[src/rtl/nasrt_pkg.sv]
`timescale 1ns / 1ps

package nasrt_pkg;

	// Fixed field widths of the stream words.
	localparam int LABEL_W   = 6;
	localparam int FRAC_W    = 16;
	localparam int COEF_W    = 18;
	localparam int TOTAL_W   = 24;
	localparam int S_TDATA_W = 16;
	localparam int M_TDATA_W = 48;
	localparam int STEP_W    = 4;

	// Defaults for the top-level parameters.
	localparam int NUM_CLASSES_DEF = 64;
	localparam int COUNT_WIDTH_DEF = 24;

	// Commands from the controller to the datapath.
	typedef struct packed {
		logic acc_rd;    // read the three tables at the incoming labels
		logic upd;       // write back the incremented counts
		logic red_rd;    // read one entry for the reduction, clear it
		logic clr_wr;    // clear one entry after reset
		logic mul_diag;  // product m * sum diag
		logic mul_sq;    // product m * m
		logic sub_den;   // denominator and sign
		logic sub_mag;   // numerator magnitude
		logic div_init;  // range checks, load remainder
		logic div_step;  // one quotient bit
		logic load_out;  // move the result to the output register
	} nasrt_cmd_t;

	// Status from the datapath to the controller.
	typedef struct packed {
		logic out_full;
	} nasrt_sts_t;

endpackage

[src/rtl/nasrt_ctrl.sv]
`timescale 1ns / 1ps

module nasrt_ctrl import nasrt_pkg::*; #(
	parameter int NUM_CLASSES = NUM_CLASSES_DEF,
	localparam int CLS_W = $clog2(NUM_CLASSES)
) (
	input  logic             clk,
	input  logic             arst_n,
	input  logic             s_tvalid,
	input  logic             s_tlast,
	output logic             s_tready,
	input  nasrt_sts_t       sts,
	output nasrt_cmd_t       cmd,
	output logic [CLS_W-1:0] addr
);

	localparam logic [3:0] S_CLR  = 4'd0;
	localparam logic [3:0] S_IDLE = 4'd1;
	localparam logic [3:0] S_UPD  = 4'd2;
	localparam logic [3:0] S_RED  = 4'd3;
	localparam logic [3:0] S_DRN  = 4'd4;
	localparam logic [3:0] S_MUL1 = 4'd5;
	localparam logic [3:0] S_MUL2 = 4'd6;
	localparam logic [3:0] S_SUB1 = 4'd7;
	localparam logic [3:0] S_SUB2 = 4'd8;
	localparam logic [3:0] S_CMP  = 4'd9;
	localparam logic [3:0] S_DIV  = 4'd10;
	localparam logic [3:0] S_FIN  = 4'd11;

	localparam logic [CLS_W-1:0]  ADDR_LAST = CLS_W'(NUM_CLASSES - 1);
	localparam logic [STEP_W-1:0] DRN_LAST  = STEP_W'(1);
	localparam logic [STEP_W-1:0] DIV_LAST  = STEP_W'(FRAC_W - 1);

	logic [3:0]        state_q, state_d;
	logic [CLS_W-1:0]  addr_q, addr_d;
	logic [STEP_W-1:0] step_q, step_d;
	logic              last_q, last_d;

	assign addr = addr_q;

	// Next-state and command decode.
	always_comb begin
		state_d  = state_q;
		addr_d   = addr_q;
		step_d   = step_q;
		last_d   = last_q;
		cmd      = '0;
		s_tready = 1'b0;
		case (state_q)
			S_CLR: begin
				cmd.clr_wr = 1'b1;
				addr_d = addr_q + 1'b1;
				if (addr_q == ADDR_LAST) begin
					addr_d  = '0;
					state_d = S_IDLE;
				end
			end
			S_IDLE: begin
				s_tready = 1'b1;
				if (s_tvalid) begin
					cmd.acc_rd = 1'b1;
					last_d  = s_tlast;
					state_d = S_UPD;
				end
			end
			S_UPD: begin
				cmd.upd = 1'b1;
				addr_d  = '0;
				state_d = last_q ? S_RED : S_IDLE;
			end
			S_RED: begin
				cmd.red_rd = 1'b1;
				addr_d = addr_q + 1'b1;
				if (addr_q == ADDR_LAST) begin
					addr_d  = '0;
					step_d  = '0;
					state_d = S_DRN;
				end
			end
			S_DRN: begin
				step_d = step_q + 1'b1;
				if (step_q == DRN_LAST) begin
					state_d = S_MUL1;
				end
			end
			S_MUL1: begin
				cmd.mul_diag = 1'b1;
				state_d = S_MUL2;
			end
			S_MUL2: begin
				cmd.mul_sq = 1'b1;
				state_d = S_SUB1;
			end
			S_SUB1: begin
				cmd.sub_den = 1'b1;
				state_d = S_SUB2;
			end
			S_SUB2: begin
				cmd.sub_mag = 1'b1;
				state_d = S_CMP;
			end
			S_CMP: begin
				cmd.div_init = 1'b1;
				step_d  = '0;
				state_d = S_DIV;
			end
			S_DIV: begin
				cmd.div_step = 1'b1;
				step_d = step_q + 1'b1;
				if (step_q == DIV_LAST) begin
					state_d = S_FIN;
				end
			end
			S_FIN: begin
				if (!sts.out_full) begin
					cmd.load_out = 1'b1;
					last_d  = 1'b0;
					state_d = S_IDLE;
				end
			end
			default: begin
				state_d = S_IDLE;
			end
		endcase
	end

	// State registers; reset starts with a clearing sweep of the tables.
	always_ff @(posedge clk or negedge arst_n) begin
		if (!arst_n) begin
			state_q <= S_CLR;
			addr_q  <= '0;
			step_q  <= '0;
			last_q  <= 1'b0;
		end else begin
			state_q <= state_d;
			addr_q  <= addr_d;
			step_q  <= step_d;
			last_q  <= last_d;
		end
	end

endmodule

[config.mk]
export PLATFORM = sky130hd
export DESIGN_NAME = nasrt_ctrl
export DESIGN_NICKNAME = d
export VERILOG_FILES = /design/src/rtl/nasrt_pkg.sv /design/src/rtl/nasrt_ctrl.sv
export SDC_FILE = /design/constraint.sdc
export NUM_CORES = 1
export LEC_CHECK = 0
export ABC_AREA = 1
export BUFFER_PORTS_ARGS = -buffer_cell sky130_fd_sc_hd__buf_2
export CORE_ASPECT_RATIO = 1.5
export CORE_MARGIN = 2
export CORE_UTILIZATION = 25
export CTS_BUF_LIST = sky130_fd_sc_hd__clkbuf_8
export CTS_CLUSTER_DIAMETER = 150
export DETAILED_ROUTE_END_ITERATION = 12
export GPL_ROUTABILITY_DRIVEN = 0
export SYNTH_ARGS = -nofsm -noshare
export SYNTH_HDL_FRONTEND = slang
export SYNTH_SLANG_ARGS = --single-unit
export TNS_END_PERCENT = 50
[constraint.sdc]
create_clock -name clk -period 2.1 [get_ports clk]
set_input_delay 0.42 -clock clk [delete_from_list [all_inputs] [get_ports clk]]
set_output_delay 0.42 -clock clk [all_outputs]
set_load 0.02 [all_outputs]
======== Word level (Yosys, flattened, before mapping) ========
Cells that the tools add are included.
operators by class
  add/subtract/negate cells ............... 2
  muxes and demuxes ....................... 29
  equality and inequality tests ........... 20
  reduce and logical (&&, ||, !) cells .... 9
operators by type and width
  kind                 number
  $pmux 4 s12          1
  $mux 4               7
  $eq 4x4->1 const B   5
  $eq 4x3->1 const B   4
  $mux 1               16
  $ne 2x2->1 const B   6
  $pmux 4 s3           1
  $pmux 6 s2           1
  $eq 4x1->1 const B   2
  $eq 4x2->1 const B   2
  $add 6x1->6 const B  1
  $eq 6x6->1 const B   1
  $mux 6               1
  $reduce_and 6->1     1
  $add 4x1->4 const B  1
  $logic_not 4->1      1
  $reduce_bool 2->1    2
  $reduce_or 2->1      2
  $reduce_and 3->1     1
  $reduce_bool 3->1    1
  $mux 2               1
  $pmux 1 s2           1
  $reduce_and 2->1     1
storage, ports and cells
  register bits after elaboration ......... 15
  output and inout port bits .............. 18

======== Depth between registers and ports, before layout ========
Gate-level depths: netlist (run 1).
  depth in word-level cells ............... 4
  depth in mapped cells ................... 8
  depth with buffers taken out ............ 8

======== Worst setup path after synthesis (run 1) ========
No wires, ideal clock.
  path type ............................... register -> register
  start ................................... reg addr_q[0] (netlist: addr[0])
  end ..................................... reg state_q[0]
  library setup time ...................... 0.117 ns
  arrival time ............................ 1.370 ns
  clock period less this slack ............ 1.487 ns
  path buffers ............................ 0
  path slack .............................. 0.613 ns
  cell stages (with the launch flop) ...... 9
  required time ........................... 1.983 ns
  path through ............................ dfrtp_1 ha_1 nand3_1 nor2_1 nor2_2 nor2_2 nand2_2 nand2_1 nand2_1
between the ends
  longest elaborated chain between the ends .. 3
RTL lines
  item                            line                                RTL
  start: declaration              nasrt_ctrl.sv:35                    logic [CLS_W-1:0] addr_q, addr_d;
  start signal: assignment        nasrt_ctrl.sv:136                   addr_q <= addr_d;
  $eq 6x6->1 (*)                  nasrt_ctrl.sv:53, nasrt_ctrl.sv:74
  $ne 2x2->1 (no line)            --
  $reduce_and 6->1 (no line) (*)  --
  end signal: assignment          nasrt_ctrl.sv:135                   state_q <= state_d;
  end: declaration                nasrt_ctrl.sv:34                    logic [3:0] state_q, state_d;
Every way passes the cells marked *; elsewhere a longest branch is shown, timed or not.
A chain may end at the register's enable or synchronous reset.

==> qor.yml, run 1 <==
status:
  outcome: "completed"
synth:
  ys_types: 23
  yosys_warnings: 0
  ys_seq_area_share_pct: 37.13
  syn-mean-instance-area_um2: 7.021
  syn_nets: 152
  netlist_area_mm2: 0.001011
  synth-seq-cells: 15
  syn_inst: 144
clock_tree:
  cts_tree: "yes"
  clk_pin_slew_worst_paths_ps: 60
  cts-hold-fix-buffers: 0
  clock_latency_ps: 250
  cts.repair.resized: 0
  cts_inserted_buffers: 3
  root_buffer: "clkbuf_8"
  cts_setup_buffers: 0
  clockBufferDepth: 2
  cts_sinks: 15
  htree_num_levels: 1
power_and_ir_drop:
  powerDensity_mw_per_mm2: 1484
  ir_worst_vdd_uv: 753.9
  power.static_leakage_uw: 0.0007044
  power_uw: 1814
setup_path:
  crit_family: "flip-flops"
  cpPeakStageDelay_ps: 470
  cp_max_fo: 6
  critPathKind: "reg -> out"
  crit_required_ps: 1680
  crit_slowest_cell: "dfrtp_1"
  worstPathCellList: "inv_2, nor2_1, nand2_1, inv_1, buf_2"
  cp-start-kind: "flip-flop"
  crit_buf_inv: 3
  cp.arrival_ps: 1420
  cp-end-kind: "output port"
route:
  top_layer_used: "met4"
  drt_iter0_drc: 24
  wl_met3_um: 115
  drc: 0
  drtPass1Iterations: 5
  routed_wl_um: 2427
  drtAntennaViolNets: 0
  num_vias: 991
  viasPerCell: 4.609
  drt-wirelength-per-cell_um: 11.29
  met2WireLength_um: 1236
  met1_length_um: 1046
placed_design:
  dpl-instance-area_mm2: 0.001177
  place.port_buffers: 22
  hpwl_um: 1961
floorplan:
  core_mm2: 0.003924
  start_util_pct: 25.77
  rows: 28
  die_w_um: 55.92
  die_h_um: 81.89
  ios: 23
  fp.dieArea_mm2: 0.004579
sta:
  hold_viol_final: 0
  fmax_mhz: 544.2
  setup_viol: 0
  min_period_ps: 1838
  slew_headroom_pct: 75.64
  tightest_slew_ps: 365.4
  finClkSkew_ps: 4.309
  min_period_over_period_pct: 87.51
  tns_ps: 0
  rsz0062_at_grt: "no"
  final_max_slew_viol_count: 0
final_layout:
  areaGrowthSynthToFinish_pct: 20.92
  drive_gt1_share_pct: 25.88
  utilization_pct: 31.15
  final_area_mm2: 0.001222
  nNetsFinal: 179
  diodes: 0
flow_run:
  maxCapViolations: 0
global_route:
  grt-ovfl-total: 0
  grt_pass1_vias: 1000
  antenna_found_initial: 0
  grt_max_degree: 16
  gr-usage-all-layers_pct: 11.81
  grt_pass1_wl_um: 4243
worst_hold_path:
  hold_path.class: "in -> async"
## area by class of cell
class,count,area (um2)
Fill cell,457,2701
Multi-Input combinational cell,102,534.3
Sequential cell,15,375.4
Timing Repair Buffer,22,110.1
Inverter,27,101.3
Tap cell,45,56.30
Clock buffer,3,41.29
Clock inverter,1,3.754
## stage by stage
step	hold WS, ps	setup WS [ps]	instances
after CTS	86.25	255.4	215
after floorplan	124.4	612.7	144
after global routing	98.78	156.0	215
after global placement	355.0	535.9	211
final	74.23	262.3	215
after detailed placement	353.8	529.6	211
## cell families after synthesis
kind of cell,after synthesis,share of synthesized area [%]
flops,15,37.13
compound gates,16,9.035
buf+inv,27,10.03
fa+ha+maj,3,3.713
simple gates,80,37.50
xor+xnor,3,2.599
## worst reg2reg max path: stages (launching register included)
cell,delay (ps)
dfrtp_1,420
ha_1,190
nand3_1,120
nor2_1,170
nor2_2,90
nor2_2,190
nand2_2,80
nand2_1,60
nand2_1,50
## cells in the final DEF, fill, tap and decap left out, drive strengths merged
master / Yosys / routed
o21ai: 9 / 9
nor2: 27 / 27
a22o: 1 / 1
o2bb2ai: 1 / 1
buf: 0 / 22
a21oi: 2 / 2
inv: 27 / 28
xnor2: 1 / 1
nand3: 15 / 15
ha: 3 / 3
xor2: 2 / 2
nand2: 35 / 35
clkbuf: 0 / 3
nand4: 1 / 1
nor3: 1 / 1
nor3b: 1 / 1
dfrtp: 15 / 15
o22ai: 3 / 3
## flip-flops by register name, summed over array words and instances (netlist names)
| register | flops |
|---|---|
| state_q | 4 |
| addr | 6 |
| step_q | 4 |
| last_q | 1 |
## cells in the mapped netlist, drive strengths merged
library cell / number / area (um2)
a21oi: 2 / 10.01
a22o: 1 / 8.760
dfrtp: 15 / 375.4
ha: 3 / 37.54
inv: 27 / 101.4
nand2: 35 / 151.4
nand3: 15 / 80.08
nand4: 1 / 6.260
nor2: 27 / 128.9
nor3: 1 / 5.000
nor3b: 1 / 7.510
o21ai: 9 / 45.04
o22ai: 3 / 18.77
o2bb2ai: 1 / 8.760
xnor2: 1 / 8.760
xor2: 2 / 17.52
## where the power goes
part	internal, uW	switching, uW	total [uW]
Clock	130	104	233
Combinational	352	675	1030
Sequential	403	152	554
## per-layer routing
layer  track usage, %  vias to the layer above
met3            2.362                        4
li1                 -                      505
met1            13.33                      456
met2            22.02                       26
met5                0                        -
met4            4.286                        0
## final timing paths
kind | start | to | slack (ps) | cells past startpoint
setup / recovery | state_q[1] | cmd[9] | 260 | 5
hold / removal | arst_n | addr[2] | 70 | 1
setup reg to reg | addr[0] | state_q[0] | 620 | 8
hold reg to reg | last_q | last_q | 540 | 2
max in group asynchronous | arst_n | state_q[3] | 1760 | 1
min in group clk | s_tlast | last_q | 410 | 3
(Power assumes the default switching activity.)
==> inputs of run 2 (changes only) <==
==> constraint.sdc (replaced) <==
create_clock -name clk -period 2.1 [get_ports clk]
set_input_delay 0.105 -clock clk [delete_from_list [all_inputs] [get_ports clk]]
set_output_delay 0.105 -clock clk [all_outputs]
set_load 0.02 [all_outputs]
==> qor.yml, run 2 (synthesis results as in run 1) <==
status:
  outcome: "completed"  # unchanged
global_route:
  grt-ovfl-total: 0  # unchanged
  grt_max_degree: 16  # unchanged
  grt_use_met1_pct: 14.22  # was 13.33%
  grt_pass1_wl_um: 4160  # was 4243 um
  grt_use_met2_pct: 20.83  # was 22.02%
  busiest_layer: "met2"  # unchanged
  antenna_found_initial: 0  # unchanged
  gr-usage-all-layers_pct: 11.75  # was 11.81%
  grt.met3_usage_pct: 1.890  # was 2.362%
  grt_pass1_vias: 938  # was 1000
sta:
  finalHoldWorstSlack_ps: 99.72  # was 74.23 ps
  hold_viol_final: 0  # unchanged
  setup_viol: 0  # unchanged
  tns_ps: 0  # unchanged
  min_period_over_period_pct: 74.45  # was 87.51%
  finClkSkew_ps: 1.192  # was 4.309 ps
  min_period_ps: 1564  # was 1838 ps
  final_max_slew_viol_count: 0  # unchanged
  tightest_slew_ps: 356.8  # was 365.4 ps
  fmax_mhz: 639.6  # was 544.2 MHz
  rsz0062_at_grt: "no"  # unchanged
  setup_slack_ps: 536.5  # was 262.3 ps
  slew_headroom_pct: 76.21  # was 75.64%
route:
  drtPass1Iterations: 4  # was 5
  drc: 0  # unchanged
  viasPerCell: 4.458  # was 4.609
  num_vias: 963  # was 991
  drt-wirelength-per-cell_um: 11.13  # was 11.29 um
  drt_iter0_drc: 29  # was 24
  routed_wl_um: 2404  # was 2427 um
  drtAntennaViolNets: 0  # unchanged
final_layout:
  areaGrowthSynthToFinish_pct: 22.03  # was 20.92%
  final_common_cell: "nand2_1"  # unchanged
  drive_gt1_share_pct: 26.32  # was 25.88%
  diodes: 0  # unchanged
  final_cell_mix: "29 x nand2_1, 24 x inv_1, 22 x buf_2"  # was 29 x nand2_1, 25 x inv_1, 22 x buf_2
  final_area_mm2: 0.001234  # was 0.001222 mm2
  largest_reg_flops: 6  # unchanged
  nNetsFinal: 180  # was 179
power_and_ir_drop:
  power.static_leakage_uw: 0.0007072  # was 0.0007044 uW
  p_seq_share_pct: 30.4  # was 30.6%
  powerDensity_mw_per_mm2: 1479  # was 1484 mW/mm2
  combPwrFrac_pct: 56.6  # about the same
  netSwitchingPower_uw: 937.5  # was 929.8 uW
  power_uw: 1825  # was 1814 uW
  p_clk_share_pct: 13.0  # was 12.9%
  internal-power_uw: 887.7  # was 884.2 uW
  p_sw_share_pct: 51.36  # was 51.26%
  ir_worst_vdd_uv: 584.3  # was 753.9 uV
setup_path:
  cp-start-kind: "flip-flop"  # unchanged
  critPathKind: "reg -> out"  # unchanged
  worstPathCellList: "inv_2, nor2_1, nand2_1, inv_1, buf_2"  # unchanged
  crit_slowest_cell: "dfrtp_1"  # unchanged
  crit_family: "flip-flops"  # unchanged
  cp.arrival_ps: 1460  # was 1420 ps
  crit_required_ps: 2000  # was 1680 ps
  cp-end-kind: "output port"  # unchanged
  crit_buf_inv: 3  # unchanged
  cp_max_fo: 6  # unchanged
  cpPeakStageDelay_ps: 470  # about the same
placed_design:
  pre_cts_ws_ps: 617.3  # was 529.6 ps
  hpwl_um: 1962  # was 1961 um
  dpl-instance-area_mm2: 0.001177  # unchanged
  place.port_buffers: 22  # unchanged
clock_tree:
  root_buffer: "clkbuf_8"  # unchanged
  clock_latency_ps: 250  # about the same
  clk_pin_slew_worst_paths_ps: 60  # about the same
  clockBufferDepth: 2  # unchanged
  cts_inserted_buffers: 3  # unchanged
  htree_num_levels: 1  # unchanged
  cts_tree: "yes"  # unchanged
  cts_sinks: 15  # unchanged
  cts.repair.resized: 0  # unchanged
floorplan:
  fp.dieArea_mm2: 0.004579  # unchanged
  core_mm2: 0.003924  # unchanged
  die_h_um: 81.89  # unchanged
  start_util_pct: 25.77  # unchanged
  ios: 23  # unchanged
  die_w_um: 55.92  # unchanged
  rows: 28  # unchanged
flow_run:
  maxCapViolations: 0  # unchanged
worst_hold_path:
  hold_path.class: "in -> reg"  # was in -> async
==> run 2: cell count changes in the layout (fill, tap and decap cells not counted) <==
cell / delta
inv_1: -1
clkinv_2: +1
dlygate4sd3_1: +1
==> run 2: worst min-delay path, delay by kind of cell <==
| family | cells | cell delay (ps) |
|---|---|---|
| AO/OA/AOI/OAI | 1 | 50 |
| AND/OR/NAND/NOR | 1 | 60 |
| buffers and inverters | 1 | 90 |
==> run 2: metrics by stage <==
| stage | utilization, % | cells |
|---|---|---|
| after floorplan | - | 144 |
| after global placement | 30.01 | 211 |
| after detailed placement | 30.01 | 211 |
| after CTS | 31.44 | 216 |
| after global routing | 31.44 | 216 |
| final | 31.44 | 216 |
==> run 2: layout make-up <==
cell class | instances | area [um2]
Fill cell | 445 | 2690
Multi-Input combinational cell | 102 | 534.3
Sequential cell | 15 | 375.4
Timing Repair Buffer | 23 | 120.1
Inverter | 27 | 101.3
Tap cell | 45 | 56.30
Clock buffer | 3 | 41.29
Clock inverter | 1 | 5.005
==> run 2: power by group through the flow <==
| stage | Clock, uW | Sequential, uW | Combinational, uW |
|---|---|---|---|
| 4_1_cts | 245 | 557 | 1050 |
| 5_1_grt | 264 | 579 | 1170 |
| 2_1_floorplan | 0 | 578 | 735 |
| 3_3_place_gp | 0 | 556 | 1030 |
| 6_report | 237 | 555 | 1030 |
| 3_5_place_dp | 0 | 563 | 1040 |
==> run 2: path summary, 6_finish.rpt <==
check / from / cells after the start / endpoint / slack, ps
worst min register to register: last_q / 2 / last_q / 530
worst max-delay path: state_q[1] / 5 / cmd[9] / 540
worst max register to register: addr[0] / 8 / state_q[0] / 620
worst min-delay path: s_tlast / 3 / last_q / 100
min in group asynchronous: arst_n / 2 / addr[3] / 290
max in group asynchronous: arst_n / 2 / state_q[2] / 1550
==> run 2: timing repair <==
action / 4_1_cts / 5_1_grt
hold buffers: 1 / 0
setup endpoints to repair: 0 / 0
buffers inserted: 0 / 0
hold endpoints to repair: 15 / 0
==> run 2: metal layers <==
layer	part of all wire [%]	wire length, um	up-vias
li1	-	-	507
met5	0	0	-
met4	1.6	38	0
met2	50	1206	18
met1	45	1075	433
met3	3.5	84	5
